## src/hdl/cau_pkg.sv

```systemverilog
// ----------------------------------------------------------------------------
// cau_pkg: shared definitions of the complex arithmetic unit
// Formats, operation codes and the command that the front hands to the back.
// ----------------------------------------------------------------------------
package cau_pkg;

	localparam int DW     = 16;             // width of one operand or result part
	localparam int FB     = 8;              // fraction bits
	localparam int PW     = 2 * DW;         // width of a full product
	localparam int SW     = PW + 1;         // width of a sum of two products
	localparam int QW     = DW;             // quotient bits produced by the divider
	localparam int RW     = PW + QW;        // divider remainder width
	localparam int QDEPTH = 4;              // entries of the command queue
	localparam int QAW    = $clog2(QDEPTH);

	typedef enum logic [1:0] {
		OP_ADD = 2'd0,
		OP_SUB = 2'd1,
		OP_MUL = 2'd2,
		OP_DIV = 2'd3
	} op_t;

	typedef struct packed {
		op_t                   op;
		logic                  dz;
		logic signed [DW-1:0]  a_re;
		logic signed [DW-1:0]  a_im;
		logic signed [DW-1:0]  b_re;
		logic signed [DW-1:0]  b_im;
	} cmd_t;

endpackage

```

## src/hdl/cau_if.sv

```systemverilog
// ----------------------------------------------------------------------------
// cau_if: channel interfaces of the complex arithmetic unit
// Operand channel and result channel, each with valid, ready and payload.
// ----------------------------------------------------------------------------
interface cau_req_if;
	logic                         valid;
	logic                         ready;
	logic [1:0]                   mode;
	logic signed [cau_pkg::DW-1:0] a_re;
	logic signed [cau_pkg::DW-1:0] a_im;
	logic signed [cau_pkg::DW-1:0] b_re;
	logic signed [cau_pkg::DW-1:0] b_im;

	modport source (output valid, mode, a_re, a_im, b_re, b_im, input ready);
	modport sink (input valid, mode, a_re, a_im, b_re, b_im, output ready);
endinterface


```

## src/hdl/cau_front.sv

```systemverilog
// ----------------------------------------------------------------------------
// cau_front: operand intake
// Decodes the mode and flags a zero divisor before the item is queued.
// ----------------------------------------------------------------------------
module cau_front (
	cau_req_if.sink       req,
	input  logic          q_ready,
	output logic          q_valid,
	output cau_pkg::cmd_t q_cmd
);
	import cau_pkg::*;

	op_t op;

	assign op        = op_t'(req.mode);
	assign req.ready = q_ready;
	assign q_valid   = req.valid;

	always_comb begin
		q_cmd.op   = op;
		q_cmd.dz   = (op == OP_DIV) && (req.b_re == '0) && (req.b_im == '0);
		q_cmd.a_re = req.a_re;
		q_cmd.a_im = req.a_im;
		q_cmd.b_re = req.b_re;
		q_cmd.b_im = req.b_im;
	end

endmodule

```

## src/flat_wrapper.sv

```systemverilog
// flat-port wrapper written by rule: the top's interface ports become plain ports
module cau_front_flat import cau_pkg::*;
  (q_ready, q_valid, q_cmd, req_valid, req_mode, req_a_re, req_a_im, req_b_re, req_b_im, req_ready);
  cau_req_if req_i ();
  input  logic q_ready;
  output logic q_valid;
  output cau_pkg::cmd_t q_cmd;
  input wire logic [$bits(req_i.valid)-1:0] req_valid;
  input wire logic [$bits(req_i.mode)-1:0] req_mode;
  input wire logic [$bits(req_i.a_re)-1:0] req_a_re;
  input wire logic [$bits(req_i.a_im)-1:0] req_a_im;
  input wire logic [$bits(req_i.b_re)-1:0] req_b_re;
  input wire logic [$bits(req_i.b_im)-1:0] req_b_im;
  output wire logic [$bits(req_i.ready)-1:0] req_ready;
  assign req_i.valid = req_valid;
  assign req_i.mode = req_mode;
  assign req_i.a_re = req_a_re;
  assign req_i.a_im = req_a_im;
  assign req_i.b_re = req_b_re;
  assign req_i.b_im = req_b_im;
  assign req_ready = req_i.ready;
  cau_front u_core (.req(req_i), .q_ready(q_ready), .q_valid(q_valid), .q_cmd(q_cmd));
endmodule
```

## config.mk

```make
export PLATFORM = sky130hd
export DESIGN_NAME = cau_front_flat
export DESIGN_NICKNAME = d
export VERILOG_FILES = /design/src/hdl/cau_pkg.sv /design/src/hdl/cau_if.sv /design/src/hdl/cau_front.sv /design/src/flat_wrapper.sv
export SDC_FILE = /design/constraint.sdc
export NUM_CORES = 1
export LEC_CHECK = 0
export BUFFER_PORTS_ARGS = -buffer_cell sky130_fd_sc_hd__buf_2
export CORE_AREA = 2 2 53 55
export DETAILED_ROUTE_END_ITERATION = 8
export DIE_AREA = 0 0 55 57
export GPL_TIMING_DRIVEN = 0
export PLACE_DENSITY_LB_ADDON = 0.2
export SLEW_MARGIN = 15
export SYNTH_ARGS = -nofsm -noshare
export SYNTH_HDL_FRONTEND = slang
export SYNTH_SLANG_ARGS = --single-unit
```

## constraint.sdc

```tcl
create_clock -name vclk -period 0.8
set_input_delay 0 -clock vclk [all_inputs]
set_output_delay 0 -clock vclk [all_outputs]
set_load 0.02 [all_outputs]
```

**Word-level counts from Yosys, hierarchy flattened**

Index checks and enable logic that the tools add are counted.

- Bits in registers: 0
- Input port bits: 68
- Output and inout bits: 69
- Logic and storage cells: 5

- Eq/ne operators: 1
- Reductions and logical operators: 4

Operators by type and width:

| cell | count |
|---|---|
| zero test 16 bit | 2 |
| == test 2 bit (second input constant) | 1 |
| logical AND 1 bit | 2 |

**Logic depth before layout (Yosys ltp)**

Gate-level depths: netlist (run 1).

- Depth after elaboration: 3
- Depth in mapped cells: 3
- Mapped depth without buffers: 3

**Least setup slack after synthesis (run 1)**

No wires, ideal clock.

- Kind: in2out
- Start: in req_b_re[3]
- End: out q_cmd[64] (netlist bit)
- Arrival time: 0.687 ns
- Data required time: 0.800 ns
- Path slack: 0.113 ns
- Stages: 3
- Path buffers: 0
- Path through: nor4b_1 -> nand4_1 -> nor3_2

RTL lines:

| element | line | RTL |
|---|---|---|
| start, declared | flat_wrapper.sv:12 | `input wire logic [$bits(req_i.b_re)-1:0] req_b_re;` |
| end, declared | flat_wrapper.sv:7 | `output cau_pkg::cmd_t q_cmd;` |

==> results.md, run 1 <==
GRT:
- The met1 track utilization from global routing is 7.37%.
- The fraction of met2 tracks used by global routing is 20.2%.
- The via count of the first global-routing pass is 597.
- The first-pass GRT wire length is 2.19 mm.
- For this run, the total global-route usage over all layers was measured as 8.73%.
- The met3 usage in global routing is 0.524%.
- After global routing, the most crowded layer is met2.
- The initial antenna violation count is 0.
- Entering global routing, the biggest net connects 3 pins.
- After global routing the overflow that remains totals 0.

Routing:
- Once detail routing completed, the nets flagged for antenna violations numbered 0.
- The total vias in the final route is 816.
- For this run, the detailed router's first-pass iteration total came to 1.
- The routed length per instance is 8.64 µm.
- For this run, design rule violations remaining after detail routing come to 0.
- The aggregate routed wire length is 1.86 mm.
- The first routing iteration left 0 violations.
- The via density per instance is 3.80.

Place:
- Input and output buffers added on the ports amount to 103.
- The half-perimeter wire length after placement is 1.77 mm.
- The final weighted congestion in routability-driven placement is 0.689.
- The worst-case setup slack after placement is -94.8 ps.
- The total placed instance area is 1170 µm².
- The number of placed instances, taps included, is 215.

Setup path:
- The endpoint of the most critical setup path is q_cmd[64].
- The maximum net fanout on the critical path is 2.
- The delay of the slowest cell on the worst path is 260 ps.
- Walking the worst path, the cells encountered are buf_2 > nor4_2 > nand3_1 > nor3_2 > buf_4.
- The start-to-end type of the worst setup path is input port to primary output.
- The arrival time of data at the critical path endpoint is 820 ps.
- The most critical setup path has its startpoint at req_b_im[13].
- The startpoint class of the critical path is an input port.
- The standard cell with the maximum stage delay on the critical path is sky130_fd_sc_hd__nor4_2.
- For the worst setup path, the data required time is 800 ps.
- STA classifies the critical path endpoint as a primary output.

Logic synthesis:
- The number of unique standard cell types used by synthesis is 10.
- The synthesized netlist devotes 0% of its cell area to XOR and XNOR gates.
- In this run the cell area of the synthesized design comes to 619 µm².
- The largest family of logic cells by synthesized area is buffers and inverters.
- The adder-cell share of the synthesized area is 0%.
- Counting every net in the synthesized netlist gives 149.
- For this run, the number of Yosys warnings is 0.
- Synthesis handed over a netlist of 81 instances.
- The share of synthesized area spent on multiplexers is 0%.
- The synthesized netlist devotes 0% of its cell area to compound gates.
- The simple-gate area share of the yosys netlist is 17.6%.
- The sequential-to-total area share from yosys stat is 0%.
- The mean post-synth cell area is 7.65 µm².

CTS:
- The number of setup buffers added after CTS is 0.
- The number of hold buffers added after CTS is 0.

Finish:
- Compared with the post-synthesis result, the final layout area differs by 99.6%.
- The finished cells cover 1240 µm².
- The end-of-flow core utilization is 47.3%.
- Summing all flip-flop and latch instances after layout gives 0 µm².
- The layout sequential cell count is 0.
- The number of standard cells in the layout, taps in and fillers out is 215.
- The final-layout clock buffer total is 0.
- The number of filler instances in the final layout is 260.
- The number of diodes is 0.
- The number of nets at the end of the flow is 254.
- In the final layout, the share of cells above drive strength 1 is 96.7%.

STA:
- In the post-route analysis, the smallest setup slack over all paths is -18.6 ps.
- Derived from the worst setup path, the maximum achievable clock frequency is 1220 MHz.
- The transition time at the pin with the least slew margin is 226 ps.
- The number of hold-slack violations in the final timing report is 0.
- The hold slack is 216 ps.
- The final setup violation count is 1.
- Headroom to the max-slew limit came out at 84.8%.
- The number of pins exceeding their max-slew limit in the final report is 0.
- The clock period minus final worst setup slack is 819 ps.
- After layout, the worst path uses 102% of the clock period.
- Setup repair after global routing could not meet its margin everywhere.

Flow run:
- Across the run, the number of max-cap violations was 0.

Power and ir drop:
- The leakage power is 0.763 nW.
- IR analysis of the VDD net gives a maximum drop of 380 µV.
- The cell area power density is 647 nW/µm².

Floorplanning:
- The top-level I/O count is 137.
- The die is 57 µm tall.
- The core region is 2620 µm².
- The initial core utilization is 23.7%.
- The die boundary width is 55 µm.
- The floorplan row count is 19.
- The area enclosed by the die boundary is 3140 µm².

Min path:
- The tightest min-delay check is of the input port to primary output type.

Outcome:
- The final reports fail on negative setup slack.
- The run finished, with violations left.
## logic make-up (layout without fill, tap and decap cells)
family,after synthesis,count (layout)
buffers and inverters,68,171
and+or+nand+nor,13,13
## routing by layer
| metal | part of all wire, % | vias to the layer above |
|---|---|---|
| met5 | 0 | - |
| met4 | 0.48 | 0 |
| met3 | 19 | 2 |
| met2 | 55 | 81 |
| met1 | 25 | 330 |
| li1 | - | 403 |
## layout by cell type (no fill, tap or decap)
cell type,n
sky130_fd_sc_hd__buf_2,100
sky130_fd_sc_hd__buf_4,69
sky130_fd_sc_hd__buf_6,2
sky130_fd_sc_hd__nand2_1,1
sky130_fd_sc_hd__nand3_1,1
sky130_fd_sc_hd__nand4_1,1
sky130_fd_sc_hd__nor2_1,1
sky130_fd_sc_hd__nor3_2,1
sky130_fd_sc_hd__nor4_1,2
sky130_fd_sc_hd__nor4_2,2
sky130_fd_sc_hd__nor4_4,2
sky130_fd_sc_hd__nor4b_4,2
## stage by stage
step | total power [mW] | setup TNS (ps)
CTS | 0.788 | -60.3
global route | 0.856 | -110
detailed placement | 0.776 | -94.8
global placement | 0.771 | -86.5
finish | 0.800 | -18.6
floorplan | 0.509 | 0
## synth_stat cells, drive strengths merged
library cell | instances | area [µm²]
buf | 68 | 510
nand2 | 1 | 3.75
nor4 | 6 | 56.3
nand3 | 1 | 5.00
nor4b | 2 | 23.8
nor2 | 1 | 3.75
nand4 | 1 | 6.26
nor3 | 1 | 10.0
## timing repair
item	CTS	global route
pin swaps	2	3
resized for setup	4	7
endpoints found under the setup margin	1	1
## where the power goes
part | leakage [nW] | total (mW) | internal (mW) | switching, mW
logic | 0.763 | 0.800 | 0.405 | 0.394
clock network | 0 | 0 | 0 | 0
registers | 0 | 0 | 0 | 0
## critical path, delay by kind of cell
| family | cells | cell delay [ps] |
|---|---|---|
| simple gates | 3 | 550 |
| buf+inv | 2 | 270 |
## worst min-delay path by stage
stage	start	depth (start not counted)	slack (ps)	end
2_1_floorplan	req_b_im[0]	1	110	q_cmd[0]
3_3_place_gp	req_a_re[13]	2	220	q_cmd[61]
3_5_place_dp	req_a_re[8]	2	220	q_cmd[56]
4_1_cts	req_a_im[15]	2	220	q_cmd[47]
5_1_grt	req_a_re[8]	2	220	q_cmd[56]
6_report	req_a_im[13]	2	220	q_cmd[45]
## cell type report
cell class	instances	area (µm²)	area share [%]
plain buffers	68	510	41.3
repair buffers	103	531	42.9
multi-input cells	13	156	12.7
well taps	31	38.8	3.14
Power figures use the tool's default switching activity.
==> inputs of run 2 (changes only) <==
Settings changed: CORE_AREA 2 2 53 55 to 2 2 52 54, DIE_AREA 0 0 55 57 to 0 0 54 56, PLACE_DENSITY set to 0.9, PLACE_DENSITY_LB_ADDON 0.2 to not set.
Clock period 0.8 ns to 1 ns, I/O delays scaled along.
==> results.md, run 2 (same netlist as run 1, synthesis figures left out) <==
STA:
- The number of pins exceeding their max-slew limit in the final report was 0 (unchanged).
- The maximum clock frequency is 1160 MHz.
- Setup repair after global routing left no endpoint under its margin.
- The final setup violation count is 0 (-1).
- The hold slack came to 217 ps (+0.571 ps).
- The transition time at the pin with the least slew margin is 279 ps (+52.9 ps).
- The final critical path takes up 86.2% of the cycle.
- Counting I/O delays and the setup requirement, the final critical path takes 862 ps.
- The final worst setup slack was 138 ps (+157 ps).
- The total negative slack is 0 ps (+18.6 ps).
- The tightest slew margin relative to the limit is 81.2% (-3.6 points).
- The number of hold-slack violations in the final timing report is 0 (unchanged).

Floorplanning:
- The die height is 56 µm (-1.8%).
- The initial core utilization is 25.5% (+1.8 points).
- The top-level I/O count is 137 (unchanged).
- The die boundary width was 54 µm (-1.8%).
- The floorplan row count was 18 (-1).
- The area enclosed by the die boundary came to 3020 µm² (-3.5%).
- The core outline area is 2430 µm² (-7.0%).

Power and ir drop:
- The part of the power in registers is 0% (unchanged).
- The leakage power is 0.744 nW (-2.5%).
- The part of the total power dissipated in combinational logic came to 100.0% (about the same).
- The relative contribution of the clock network to total power is 0% (unchanged).
- The switching part of the total power is 49.0% (-0.27 points).
- The maximum vdd ir drop came to 351 µV (-7.6%).
- The cell area power density came to 521 nW/µm² (-19%).
- The internal power contribution came to 313 µW (-23%).
- The reported net switching power was 301 µW (-24%).

Place:
- The final weighted congestion in routability-driven placement is 0.650 (-5.6%).
- The total placed instance area is 1170 µm² (-0.11%).
- The worst-case setup slack after placement was 90.2 ps (+185 ps).
- The count of buffers inserted at the top-level ports was 103 (unchanged).

Finish:
- The synthesis-to-layout area growth is 90.3%.
- The sequential cell area came to 0 µm² (unchanged).
- The area of all placed cells without fillers was 1180 µm² (-4.7%).
- The commonest non-fill, non-tap cell in the layout is sky130_fd_sc_hd__buf_2.
- The library cells used most frequently in the layout, excluding fill and tap cells, are sky130_fd_sc_hd__buf_2, sky130_fd_sc_hd__buf_4, sky130_fd_sc_hd__nor4_2.
- The number of diodes was 0 (unchanged).
- The share of final-layout standard cells stronger than drive strength 1 is 96.2% (-0.54 points).
- The layout sequential cell count is 0 (unchanged).
- The number of nets at the end of the flow is 254 (unchanged).
- The final-layout clock buffer total is 0 (unchanged).

GRT:
- The first-pass GRT wire length came to 2.48 mm (+13%).
- The initial antenna violation count is 0 (unchanged).
- The via count of the first global-routing pass is 665 (+11%).
- The overall global routing resource usage is 9.96% (+1.2 points).
- The total congestion overflow after global routing is 0 (unchanged).
- The maximum number of pins on one net before global-route repair is 3 (unchanged).

Setup path:
- The arrival time of data at the critical path endpoint is 860 ps (+40 ps).
- The required time of the critical path is 1000 ps (+200 ps).
- The maximum net fanout on the critical path is 2 (unchanged).
- The worst setup path is launched from an input port.
- The critical path endpoint category is a primary output.
- The setup path with the least slack is of type input port to primary output.

Flow run:
- The max-capacitance violation count was 0 (unchanged).

Routing:
- The routed length per instance is 8.16 µm (-5.5%).
- The number of search-and-repair iterations in the first detailed-routing pass is 4 (+3).
- The post-detailed-route count of antenna-violating nets is 0 (unchanged).
- The number of remaining DRC errors is 0 (unchanged).
- The aggregate routed wire length is 1.75 mm (-5.9%).
- The via density per instance is 3.74 (-1.5%).
- The total vias in the final route is 800 (-2.0%).
- The count of routing violations after the opening detailed-route iteration is 1 (+1).

CTS:
- The post-CTS setup buffer count was 0 (unchanged).

Min path:
- The class of the tightest hold or removal check is input port to primary output.

Outcome:
- The flow ran to the end, and the final reports show no timing, DRC or antenna violations.
## run 2: final timing paths
kind,start,endpoint,depth (start not counted)
setup / recovery,req_b_re[8],q_cmd[64],5
hold / removal,req_a_im[9],q_cmd[41],2
## run 2: power groups by stage
stage	Clock [mW]	Sequential [mW]	Combinational, mW
2_1_floorplan	0	0	0.408
3_3_place_gp	0	0	0.612
3_5_place_dp	0	0	0.619
4_1_cts	0	0	0.620
5_1_grt	0	0	0.660
6_report	0	0	0.615
## run 2: critical path: stages
cell and delay [ps]:
sky130_fd_sc_hd__buf_2 100, sky130_fd_sc_hd__nor4_1 310, sky130_fd_sc_hd__nand4_1 160, sky130_fd_sc_hd__nor3_2 110, sky130_fd_sc_hd__buf_2 180
## run 2: metal layers
| layer | share of wire (%) | global-route usage (%) | up-vias | wire length, µm |
|---|---|---|---|---|
| met3 | 18 | 0 | 0 | 316 |
| met1 | 27 | 9.94 | 320 | 479 |
| met2 | 54 | 22.1 | 78 | 951 |
| met5 | 0 | 0 | - | 0 |
| met4 | 0 | 0 | 0 | 0 |
| li1 | - | - | 402 | - |
## run 2: area by class of cell
cell class,count,area (µm²)
Buffer,68,510
Fill cell,256,1250
Multi-Input combinational cell,13,115
Tap cell,30,37.5
Timing Repair Buffer,103,515
## run 2: through the flow
step | total power [mW] | util, % | cells
after floorplan | 0.408 | - | 81
after global placement | 0.612 | 48.2 | 214
after detailed placement | 0.619 | 48.2 | 214
after CTS | 0.620 | 48.2 | 214
after global routing | 0.660 | 48.5 | 214
final | 0.615 | 48.5 | 214
## run 2: timing repair
| item | 4_1_cts | 5_1_grt |
|---|---|---|
| gates resized for setup | 0 | 1 |
| endpoints found under the setup margin | 0 | 1 |
| hold buffers | 0 | 0 |
