File: src/hdl/cau_pkg.sv
// ----------------------------------------------------------------------------
// cau_pkg: shared definitions of the complex arithmetic unit
// Formats, operation codes and the command that the front hands to the back.
// ----------------------------------------------------------------------------
package cau_pkg;

	localparam int DW     = 16;             // width of one operand or result part
	localparam int FB     = 8;              // fraction bits
	localparam int PW     = 2 * DW;         // width of a full product
	localparam int SW     = PW + 1;         // width of a sum of two products
	localparam int QW     = DW;             // quotient bits produced by the divider
	localparam int RW     = PW + QW;        // divider remainder width
	localparam int QDEPTH = 4;              // entries of the command queue
	localparam int QAW    = $clog2(QDEPTH);

	typedef enum logic [1:0] {
		OP_ADD = 2'd0,
		OP_SUB = 2'd1,
		OP_MUL = 2'd2,
		OP_DIV = 2'd3
	} op_t;

	typedef struct packed {
		op_t                   op;
		logic                  dz;
		logic signed [DW-1:0]  a_re;
		logic signed [DW-1:0]  a_im;
		logic signed [DW-1:0]  b_re;
		logic signed [DW-1:0]  b_im;
	} cmd_t;

endpackage

File: src/hdl/cau_queue.sv
// ----------------------------------------------------------------------------
// cau_queue: command queue
// Small FIFO that lets the front keep accepting while the back is stalled.
// ----------------------------------------------------------------------------
module cau_queue (
	input  logic          clk,
	input  logic          arst_n,
	input  logic          wr_valid,
	output logic          wr_ready,
	input  cau_pkg::cmd_t wr_data,
	output logic          rd_valid,
	input  logic          rd_ready,
	output cau_pkg::cmd_t rd_data
);
	import cau_pkg::*;

	cmd_t           mem_q [QDEPTH];
	logic [QAW-1:0] wr_ptr_q;
	logic [QAW-1:0] rd_ptr_q;
	logic [QAW:0]   count_q;
	logic           push;
	logic           pop;

	assign wr_ready = (count_q != (QAW+1)'(QDEPTH));
	assign rd_valid = (count_q != '0);
	assign rd_data  = mem_q[rd_ptr_q];
	assign push     = wr_valid && wr_ready;
	assign pop      = rd_valid && rd_ready;

	always_ff @(posedge clk or negedge arst_n) begin
		if (!arst_n) begin
			wr_ptr_q <= '0;
			rd_ptr_q <= '0;
			count_q  <= '0;
		end else begin
			if (push) wr_ptr_q <= wr_ptr_q + 1'b1;
			if (pop) rd_ptr_q <= rd_ptr_q + 1'b1;
			if (push && !pop) count_q <= count_q + 1'b1;
			else if (pop && !push) count_q <= count_q - 1'b1;
		end
	end

	always_ff @(posedge clk) begin
		if (push) mem_q[wr_ptr_q] <= wr_data;
	end

endmodule

File: config.mk
export PLATFORM = sky130hd
export DESIGN_NAME = cau_queue
export DESIGN_NICKNAME = d
export VERILOG_FILES = /design/src/hdl/cau_pkg.sv /design/src/hdl/cau_queue.sv
export SDC_FILE = /design/constraint.sdc
export NUM_CORES = 1
export LEC_CHECK = 0
export BUFFER_PORTS_ARGS = -buffer_cell sky130_fd_sc_hd__buf_2
export CELL_PAD_IN_SITES_DETAIL_PLACEMENT = 1
export CELL_PAD_IN_SITES_GLOBAL_PLACEMENT = 1
export CORE_UTILIZATION = 50
export DETAILED_ROUTE_END_ITERATION = 12
export GPL_TIMING_DRIVEN = 0
export HOLD_SLACK_MARGIN = 0.12
export PLACE_DENSITY = 0.79
export SLEW_MARGIN = 20
export SYNTH_ARGS = -nofsm -noshare
export SYNTH_HDL_FRONTEND = slang
export SYNTH_SLANG_ARGS = --single-unit
File: constraint.sdc
create_clock -name clk -period 3.8 [get_ports clk]
set_input_delay 0.57 -clock clk [delete_from_list [all_inputs] [get_ports clk]]
set_output_delay 0.57 -clock clk [all_outputs]
set_load 0.1 [all_outputs]
Word-level counts from Yosys, hierarchy flattened
Memory sizes are Yosys's and may differ from the RTL's.
Index checks and enable logic that the tools add are counted.

storage, ports and cells
  register bits after elaboration = 7
  RAM bits = 268
  output and inout port bits = 69
  logic and storage cells = 21
  memories = 1

memory list
  name   words  width  read ports  clocked after Yosys merged registers in  write ports  RTL line         text
  mem_q  4      67     1           0                                        1            cau_queue.sv:17  cmd_t mem_q [QDEPTH];

operators by class
  add/sub/neg operators = 4
  equal/unequal tests = 1
  muxes and demuxes = 4
  reduce and logical (&&, ||, !) cells = 8

operator list
  operator                                                             number
  3-bit 2-to-1 mux                                                     2
  2-bit by 1-bit adder with 2-bit output (second input constant)       2
  1-bit logical AND                                                    4
  3-bit by 1-bit adder with 3-bit output (second input constant)       1
  3-bit != test (second input constant)                                1
  3-bit nonzero test                                                   1
  3-bit by 1-bit subtractor with 3-bit output (second input constant)  1
  1-bit zero test                                                      2
  1-bit 2-to-1 mux                                                     2
  2-bit nonzero test                                                   1

Logic depth before layout (Yosys ltp)
Gate-level depths: netlist (run 1).

  depth in word-level cells = 6
  mapped depth = 8
  gate-level depth less buffers = 8

Worst setup path before layout (run 1)
Ideal clock, no wire load.

  path kind = input -> register
  start point = input port wr_valid
  end point = memory mem_q[0][0] in the netlist's numbering (enable)
  data arrival time = 2.448 ns
  required time = 3.368 ns
  slack = 0.919 ns
  stages = 2
  path through = a21boi_2 and2_1

between the ends
  longest elaborated chain between the ends = 3

RTL lines
  item                                    RTL line         text
  from (decl)                             cau_queue.sv:8   input logic wr_valid,
  1-bit logical AND                       cau_queue.sv:27  assign push = wr_valid && wr_ready;
  1-bit 2-to-1 mux                        cau_queue.sv:44  if (push) mem_q[wr_ptr_q] <= wr_data;
  1-bit 2-to-1 mux (not written as such)  cau_queue.sv:44
  to (decl)                               cau_queue.sv:17

No other way between the ends.

==> results of run 1 <==
final timing paths:
path	to	slack (ps)	depth (start not counted)
min in group asynchronous	count_q[0]	430	2
worst max register to register	count_q[2]	1580	8
worst min register to register	count_q[2]	550	1
max in group asynchronous	wr_ptr_q[1]	3200	2
worst min-delay path	mem_q[0][47]	260	1
worst max-delay path	rd_data[24]	900	5
final cells by class:
type	count	area, um2
clock buffer	37	713.2
fill	1660	7521
multi-input combinational	92	1739
antenna	1	2.502
clock inverter	10	117.6
tap	265	331.6
sequential	275	8223
timing repair buffer	144	808.3
inverter	3	11.26
buffer	16	122.6
logic make-up (layout without fill, tap and decap cells):
family	count (synthesis)	after routing	share of synthesized area, %
adder cells (fa/ha/maj)	6	6	0.8188
buffers and inverters	19	210	1.327
multiplexers	69	69	15.18
XOR/XNOR	6	6	0.5210
flip-flops	275	275	81.53
other	0	1	0
AND/OR/NAND/NOR	10	10	0.5086
AO/OA/AOI/OAI	1	1	0.1116
layer usage:
metal | wire [um] | GRT usage, %
met1 | 7796 | 24.13
met2 | 10190 | 33.82
met3 | 805 | 3.245
met4 | 517 | 6.103
met5 | 0 | 0
metrics by stage:
stage	worst slack [ps]	utilization, %
after detailed placement	1372	57.30
after floorplan	919.3	-
after global routing	733.1	61.61
final	902.4	61.61
after CTS	808.8	61.60
after global placement	-435.1	56.73
cells in the mapped netlist:
library cell,instances
a21boi_2,1
and2_1,4
buf_12,2
buf_2,6
buf_4,4
buf_6,1
clkbuf_1,3
dfrtp_1,7
edfxtp_1,268
fa_1,1
ha_1,5
inv_1,3
mux2_2,2
mux4_2,67
nand2_1,2
nand3_1,1
nor2_1,2
or3_1,1
xnor2_1,4
xor2_1,2
critical path: stages, from the launching register on:
cell and delay (ps):
dfrtp_1 320, buf_2 150, buf_2 290, buf_2 340, mux4_2 270, buf_2 430
registers in the layout, indices dropped and copies added, names as in the netlist:
signal	count
mem_q	268
count_q	3
rd_ptr_q	2
wr_ptr_q	2
==> impl_metrics.tcl, run 1 <==
set metrics [dict create \
    outcome "complete, no violations" \
    drive_above_1_share_pct 45.23 \
    root_buffer "clkbuf_16" \
    clkSinkCount 275 \
    skew_ps 12.07 \
    grt_usage_pct 19.13 \
    crit_required_ps 3230 \
    worstSkewPairLatency_ps 520 \
    viasPerCell 5.444 \
    tightest_slew_ps 674.2 \
    cts_tree "yes" \
    startpoint "rd_ptr_q[1]" \
    drt_iter0_markers 213 \
    fin_crit_sh_pct 76.25 \
    antenna_found_initial 1 \
    syn-cell-area_um2 10090 \
    path_clk_slew_ps 60 \
    hold_viol 0 \
    synth-seq-cells 275 \
    final_cell_count_no_fill 843 \
    rsz0062_at_grt "no" \
    num_vias 4589 \
    final_area_um2 12070 \
    cts_max_level 1 \
    min_from "wr_data[47]" \
    slew_headroom_pct 55.06 \
    finalSetupTns_ps 0 \
    die-area_um2 20740 \
    holdBufCountCts 1 \
    synth_warnings 0 \
    first_pass_iters 4 \
    setup_viol 0 \
    ant_nets 0 \
    cts-resized-gates 0 \
    synth_seq_area_share_pct 81.53 \
    synth_top_area_share_pct 79.79 \
    routed_wl_um 19300 \
    initial_core_util_pct 51.48 \
    final.min_clock_period_ps 2898 \
    port_buffers 139 \
    syn_nets 463 \
    postCtsSetupBuffers 0 \
    grt_pass1_wl_um 28980 \
    drv_slew 0 \
    max_freq_mhz 345.1 \
    yosys.cell_types.count 20 \
    arrival_ps 2330 \
    dpl_cell_area_um2 11230 \
    place.gp.congestion 0.7206 \
    end_kind "output pin" \
    gr-total-overflow 0 \
    std_cell_rows 51 \
    synth_top_area_cell "edfxtp_1" \
    grt_pass1_vias 5068 \
    synth_area_leaders "edfxtp_1 80%, mux4_2 15%, dfrtp_1 1.7%" \
    hold_class "input port to flop" \
    critPathLaunchType "flop" \
    syn2layout_area_growth_pct 19.66 \
    mostFrequentLayoutCell "edfxtp_1" \
    place_inst 794 \
    reg2reg_from "count_q[1]" \
    synthCells 386 \
    cp_max_fo 10 \
    critical_path_class "flop to output pin" \
    final_cell_mix "268 x edfxtp_1, 145 x buf_2, 67 x mux4_2, 27 x clkbuf_16, 13 x clkbuf_1" \
    dp_hpwl_um 12130 \
    cts_made_buffers 27 \
    drc_errors 0 \
    wl_per_cell_um 22.90 \
    finalHoldWorstSlack_ps 263.8 \
    die_height_um 144.0 \
    nNetsFinal 636 \
    synth.avg_cell_area_um2 26.13 \
    drv_cap 0 \
    grt_max_degree 42 \
    fp.dieW_um 144.0 \
    clk_path_buf_depth 3 \
    io_pins 140 \
    coreArea_um2 19590 \
]
Power of run 1 is left out: the tool's default activity adds up to more than one toggle a clock period on the data nets, which glitch-free logic cannot reach.
==> run 2: changes to the inputs <==
--- a/config.mk
+++ b/config.mk
@@ -5,14 +5,15 @@
 export SDC_FILE = /design/constraint.sdc
 export NUM_CORES = 1
 export LEC_CHECK = 0
+export ABC_AREA = 1
 export BUFFER_PORTS_ARGS = -buffer_cell sky130_fd_sc_hd__buf_2
 export CELL_PAD_IN_SITES_DETAIL_PLACEMENT = 1
 export CELL_PAD_IN_SITES_GLOBAL_PLACEMENT = 1
-export CORE_UTILIZATION = 50
+export CORE_UTILIZATION = 42
 export DETAILED_ROUTE_END_ITERATION = 12
 export GPL_TIMING_DRIVEN = 0
 export HOLD_SLACK_MARGIN = 0.12
-export PLACE_DENSITY = 0.79
+export PLACE_DENSITY = 0.75
 export SLEW_MARGIN = 20
 export SYNTH_ARGS = -nofsm -noshare
 export SYNTH_HDL_FRONTEND = slang
==> constraint.sdc (replaced) <==
create_clock -name clk -period 2.6 [get_ports clk]
set_input_delay 0.39 -clock clk [delete_from_list [all_inputs] [get_ports clk]]
set_output_delay 0.39 -clock clk [all_outputs]
set_load 0.1 [all_outputs]
==> run 2 against run 1 <==
Hold slack worse by 19 ps. Clock-buffer cell count grew 2. Global-route usage up 2.0 points. Critical path depth up 1. Largest cell class unchanged.
==> impl_metrics.tcl, run 2 <==
set metrics [dict create \
    tightest_slew_ps 557.4 \
    first_pass_iters 4 \
    async_reset_ff_share_pct 2.545 \
    final_util_pct 56.41 \
    gr-total-overflow 0 \
    drt_iter0_markers 314 \
    reg.largest.list "mem_q x268, count_q x3" \
    hold_class "input port to asynchronous set/reset pin" \
    grt_usage_pct 21.16 \
    viasPerCell 4.997 \
    final_area_um2 14370 \
    port_buffers 139 \
    final_cell_mix "268 x edfxtp_1, 217 x nand2_1, 148 x inv_1, 134 x o211ai_1, 93 x buf_2" \
    yosysMostFrequentCell "edfxtp_1" \
    drc_errors 0 \
    cp_max_fo 10 \
    fin_crit_sh_pct 97.09 \
    grtUsageMet2_pct 38.66 \
    grt_pass1_vias 7814 \
    drive_above_1_share_pct 22.08 \
    synthCells 841 \
    arrival_ps 2130 \
    synth_top_area_cell "edfxtp_1" \
    grt-busiest-layer "met2" \
    regMostFlops "mem_q" \
    dp_hpwl_um 17530 \
    crit_required_ps 2210 \
    mostFrequentLayoutCell "edfxtp_1" \
    syn_nets 918 \
    reg2reg_from "count_q[0]" \
    clk_path_buf_depth 3 \
    hold_viol 0 \
    end_kind "output pin" \
    grt_pass1_wl_um 42490 \
    synth_top_area_share_pct 73.14 \
    critPathSlowestCell "dfrtp_1" \
    clkSinkCount 275 \
    die-area_um2 26850 \
    wl_per_cell_um 19.19 \
    met3_usage_pct 3.889 \
    slew_headroom_pct 62.75 \
    cts_max_level 1 \
    nNetsFinal 1170 \
    r2r_end "mem_q[2][38]" \
    synth_seq_area_share_pct 74.73 \
    coreArea_um2 25470 \
    drv_slew 0 \
    synth-seq-cells 275 \
    antenna_found_initial 1 \
    routed_wl_um 27730 \
    syn-cell-area_um2 11000 \
    reg2reg_slack_ps 550 \
    cts_tree "yes" \
    synth_warnings 0 \
    fp.dieW_um 163.9 \
    std_cell_rows 58 \
    place.gp.congestion 0.7202 \
    final.min_clock_period_ps 2524 \
    die_height_um 163.9 \
    syn2layout_area_growth_pct 30.59 \
    cpLargestDelayFamily "buffers and inverters" \
    nFillCells 2507 \
    root_buffer "clkbuf_16" \
    yosys_most_used_dff "edfxtp_1" \
    synth_area_leaders "edfxtp_1 73%, o211ai_1 9.1%, nand2_1 7.4%" \
    worstSkewPairLatency_ps 530 \
    ant_nets 0 \
    synth_edf_count 268 \
    io_pins 140 \
    critical_path_class "flop to output pin" \
    rsz0062_at_grt "yes" \
    r2r_cells 6 \
    largest_reg_flops 268 \
    cp.buffers_inverters 4 \
    postCtsSetupBuffers 0 \
    yosys.cell_types.count 18 \
    grt_max_degree 23 \
    setup_viol 0 \
    initial_core_util_pct 43.20 \
    skew_ps 6.719 \
    synth.avg_cell_area_um2 13.08 \
    crit_chain "inv_4 -> buf_6 -> buf_2 -> o211ai_1 -> nand2_1 -> buf_4" \
    finalHoldWorstSlack_ps 244.7 \
    cpPeakStageDelay_ps 420 \
    grtUsageMet1_pct 25.33 \
    max_freq_mhz 396.1 \
    num_vias 7220 \
    cts_made_buffers 28 \
    drv_cap 0 \
    path_clk_slew_ps 60 \
    outcome "complete, no violations" \
    dpl_cell_area_um2 12460 \
    synthTopCellsByCount "268 x edfxtp_1, 218 x nand2_1, 148 x inv_1" \
    critPathLaunchType "flop" \
]
## run 2: changes by cell type after synthesis, sizes merged, moves of 4 or more
cell	before	now
inv	3	150
nand2	2	218
o211ai	0	134
buf	13	40
nand3	1	7
mux4	67	0
and2	4	0
## run 2: layout make-up
class,instances,area (um2),area share [%]
inverters,150,565.5,3.936
repair buffers,222,1986,13.82
diodes,1,2.502,0.01742
multi-input cells,372,2027,14.11
plain buffers,44,281.5,1.959
clock buffers,39,783.3,5.451
well taps,330,412.9,2.874
flip-flops and latches,275,8223,57.23
clock inverters,12,87.58,0.6095
## run 2: worst max-delay path by stage
stage / cells past startpoint / endpoint / start / slack [ps]
3_3_place_gp: 4 / mem_q[0][20] / count_q[0] / -500
2_1_floorplan: 4 / mem_q[0][0] / count_q[0] / 110
5_1_grt: 6 / rd_data[1] / rd_ptr_q[0] / -30
6_report: 6 / rd_data[57] / rd_ptr_q[0] / 80
3_5_place_dp: 6 / rd_data[33] / rd_ptr_q[0] / 380
4_1_cts: 7 / rd_data[32] / rd_ptr_q[1] / 0.6
## run 2: timing repair
| action | in CTS | in global routing |
|---|---|---|
| endpoints found under the setup margin | 67 | 55 |
| gates resized for setup | 82 | 42 |
| hold endpoints to repair | 278 | 0 |
| hold buffers | 70 | 0 |
## run 2: layer usage
layer | routed length [um] | part of all wire [%] | vias up
met5 | 0 | 0 | -
met4 | 644 | 2.3 | 0
met3 | 1148 | 4.1 | 46
met2 | 14460 | 52 | 178
met1 | 11480 | 41 | 3569
li1 | - | - | 3427
## run 2: stage by stage
| stage | std cells | TNS, ps | worst slack (ps) |
|---|---|---|---|
| finish | 1445 | 0 | 75.70 |
| global route | 1445 | -152.6 | -28.62 |
| CTS | 1444 | 0 | 0.6104 |
| detailed placement | 1323 | 0 | 376.8 |
| global placement | 1310 | -125540 | -499.7 |
| floorplan | 841 | 0 | 105.2 |
## run 2: cell families after synthesis
logic type	Yosys count	share of synthesized area [%]
xor gates and xnor gates	1	0.07961
AOI/OAI and AO/OA	135	9.188
DFF	275	74.73
adders and majority gates	6	0.7505
and+or+nand+nor	230	7.949
buffers and inverters	194	7.300
Power of run 2 is left out for the same reason.
==> run 3: changes to the inputs <==
--- a/config.mk
+++ b/config.mk
@@ -7,13 +7,14 @@
 export LEC_CHECK = 0
 export ABC_AREA = 1
 export BUFFER_PORTS_ARGS = -buffer_cell sky130_fd_sc_hd__buf_2
-export CELL_PAD_IN_SITES_DETAIL_PLACEMENT = 1
-export CELL_PAD_IN_SITES_GLOBAL_PLACEMENT = 1
-export CORE_UTILIZATION = 42
+export CELL_PAD_IN_SITES_DETAIL_PLACEMENT = 2
+export CELL_PAD_IN_SITES_GLOBAL_PLACEMENT = 2
+export CORE_ASPECT_RATIO = 2
+export CORE_UTILIZATION = 36
 export DETAILED_ROUTE_END_ITERATION = 12
 export GPL_TIMING_DRIVEN = 0
 export HOLD_SLACK_MARGIN = 0.12
-export PLACE_DENSITY = 0.75
+export PLACE_DENSITY = 0.76
 export SLEW_MARGIN = 20
 export SYNTH_ARGS = -nofsm -noshare
 export SYNTH_HDL_FRONTEND = slang
==> run 3 against run 2 <==
The flow now finishes with violations (design-rule violations). Hold slack worse by 13 ps. Critical path depth up 1. Largest cell class unchanged. Setup slack better by 25 ps. Sequential cell count unchanged. Routed wire length up 17%. Critical path type unchanged. Critical endpoint is now rd_data[27].
==> impl_metrics.tcl, run 3 (synthesized netlist as in run 2, its figures left out) <==
set metrics [dict create \
    finalSetupTns_ps 0 \
    pre_cts_slack_ps 285.3 \
    drv_cap 0 \
    die-area_um2 31310 \
    drt_iter0_markers 283 \
    largest_reg_flops 268 \
    setup_slack_ps 100.7 \
    clk_path_buf_depth 3 \
    grt_max_degree 23 \
    grt_pass1_vias 8464 \
    dp_hpwl_um 22040 \
    place.gp.congestion 0.7234 \
    crit_end "rd_data[27]" \
    skew_ps 11.10 \
    cts_tree "yes" \
    nFillCells 2896 \
    drive_above_1_share_pct 21.11 \
    setup_viol 0 \
    cts_max_level 1 \
    final.min_clock_period_ps 2499 \
    crit_required_ps 2210 \
    syn2layout_area_growth_pct 29.80 \
    r2r_end "mem_q[1][59]" \
    drc_errors 6 \
    ant_nets 0 \
    postCtsSetupBuffers 0 \
    viasPerCell 5.009 \
    nNetsFinal 1166 \
    regMostFlops "mem_q" \
    final_cell_mix "268 x edfxtp_1, 217 x nand2_1, 148 x inv_1, 134 x o211ai_1, 81 x buf_2" \
    std_cell_rows 90 \
    n_antenna_cell 0 \
    die_height_um 249.2 \
    startpoint "rd_ptr_q[0]" \
    reg.largest.list "mem_q x268, count_q x3" \
    mostFrequentLayoutCell "edfxtp_1" \
    tightest_slew_ps 826.0 \
    coreArea_um2 30070 \
    root_buffer "clkbuf_16" \
    clkSinkCount 275 \
    grt_usage_pct 21.40 \
    hold_viol 0 \
    final_area_um2 14280 \
    antenna_found_initial 0 \
    fin_crit_sh_pct 96.13 \
    outcome "complete, but fails checks" \
    rsz0062_at_grt "no" \
    critPathLaunchType "flop" \
    initial_core_util_pct 36.60 \
    io_pins 140 \
    max_freq_mhz 400.1 \
    worstSkewPairLatency_ps 530 \
    wl_per_cell_um 22.12 \
    arrival_ps 2110 \
    r2r_cells 6 \
    gr-total-overflow 0 \
    reg2reg_slack_ps 270 \
    hold_class "input port to asynchronous set/reset pin" \
    critical_path_class "flop to output pin" \
    num_vias 7373 \
    cp_max_fo 10 \
    routed_wl_um 32570 \
    drv_slew 0 \
    cts_made_buffers 25 \
    grt_pass1_wl_um 49700 \
    port_buffers 139 \
    first_pass_iters 9 \
    ff_latch_area_um2 8223 \
    reg2reg_from "count_q[0]" \
    path_clk_slew_ps 70 \
    slew_headroom_pct 44.80 \
    end_kind "output pin" \
    dpl_cell_area_um2 12510 \
    fp.dieW_um 125.6 \
    multiInputGateArea_um2 2027 \
    violations "design-rule violations" \
]
run 3: changes by cell type in the layout (fill, tap and decap cells not counted), sizes merged:
cell      previous run  this run
buf                185       180
clkinvlp             2         0
clkbuf              50        46
diode                1         0
clkinv               9        10
run 3: per-layer routing:
| metal | global-route usage (%) | share of wire (%) |
|---|---|---|
| met3 | 2.191 | 2.4 |
| met4 | 6.760 | 2.2 |
| met1 | 21.81 | 36 |
| met5 | 0 | 0 |
| met2 | 43.97 | 60 |
run 3: critical path: stages (launching register included):
cell	delay [ps]
dfrtp_1	430
inv_4	150
buf_6	190
buf_4	220
nand2_1	90
o211ai_1	100
nand2_1	180
buf_12	210
run 3: through the flow:
| step | utilization, % | hold WS, ps | std cells |
|---|---|---|---|
| floorplan | - | 94.41 | 841 |
| finish | 47.50 | 231.9 | 1472 |
| global placement | 40.61 | 248.0 | 1348 |
| global route | 47.50 | 228.4 | 1472 |
| CTS | 47.32 | 220.0 | 1472 |
| detailed placement | 41.61 | 247.9 | 1361 |
run 3: layout make-up:
| cell class | instances | share of cell area [%] |
|---|---|---|
| tap | 368 | 3.224 |
| buffer | 43 | 2.216 |
| multi-input combinational | 372 | 14.19 |
| clock buffer | 31 | 4.538 |
| inverter | 150 | 3.960 |
| clock inverter | 11 | 0.4993 |
| timing repair buffer | 222 | 13.80 |
| sequential | 275 | 57.57 |
run 3: worst min path at each step:
stage | from | to | slack (ps) | depth (start not counted)
after floorplan | arst_n | count_q[0] | 90 | 0
after global placement | arst_n | count_q[2] | 250 | 1
after detailed placement | arst_n | count_q[1] | 250 | 1
after CTS | arst_n | count_q[1] | 220 | 2
after global routing | arst_n | wr_ptr_q[1] | 230 | 2
final | arst_n | wr_ptr_q[1] | 230 | 2
run 3: timing repair:
action,in CTS,in global routing
resized for setup,113,18
gates cloned,0,0
endpoints found under the hold margin,277,0
endpoints found under the setup margin,67,35
hold buffers,70,0
Power of run 3 is left out for the same reason.
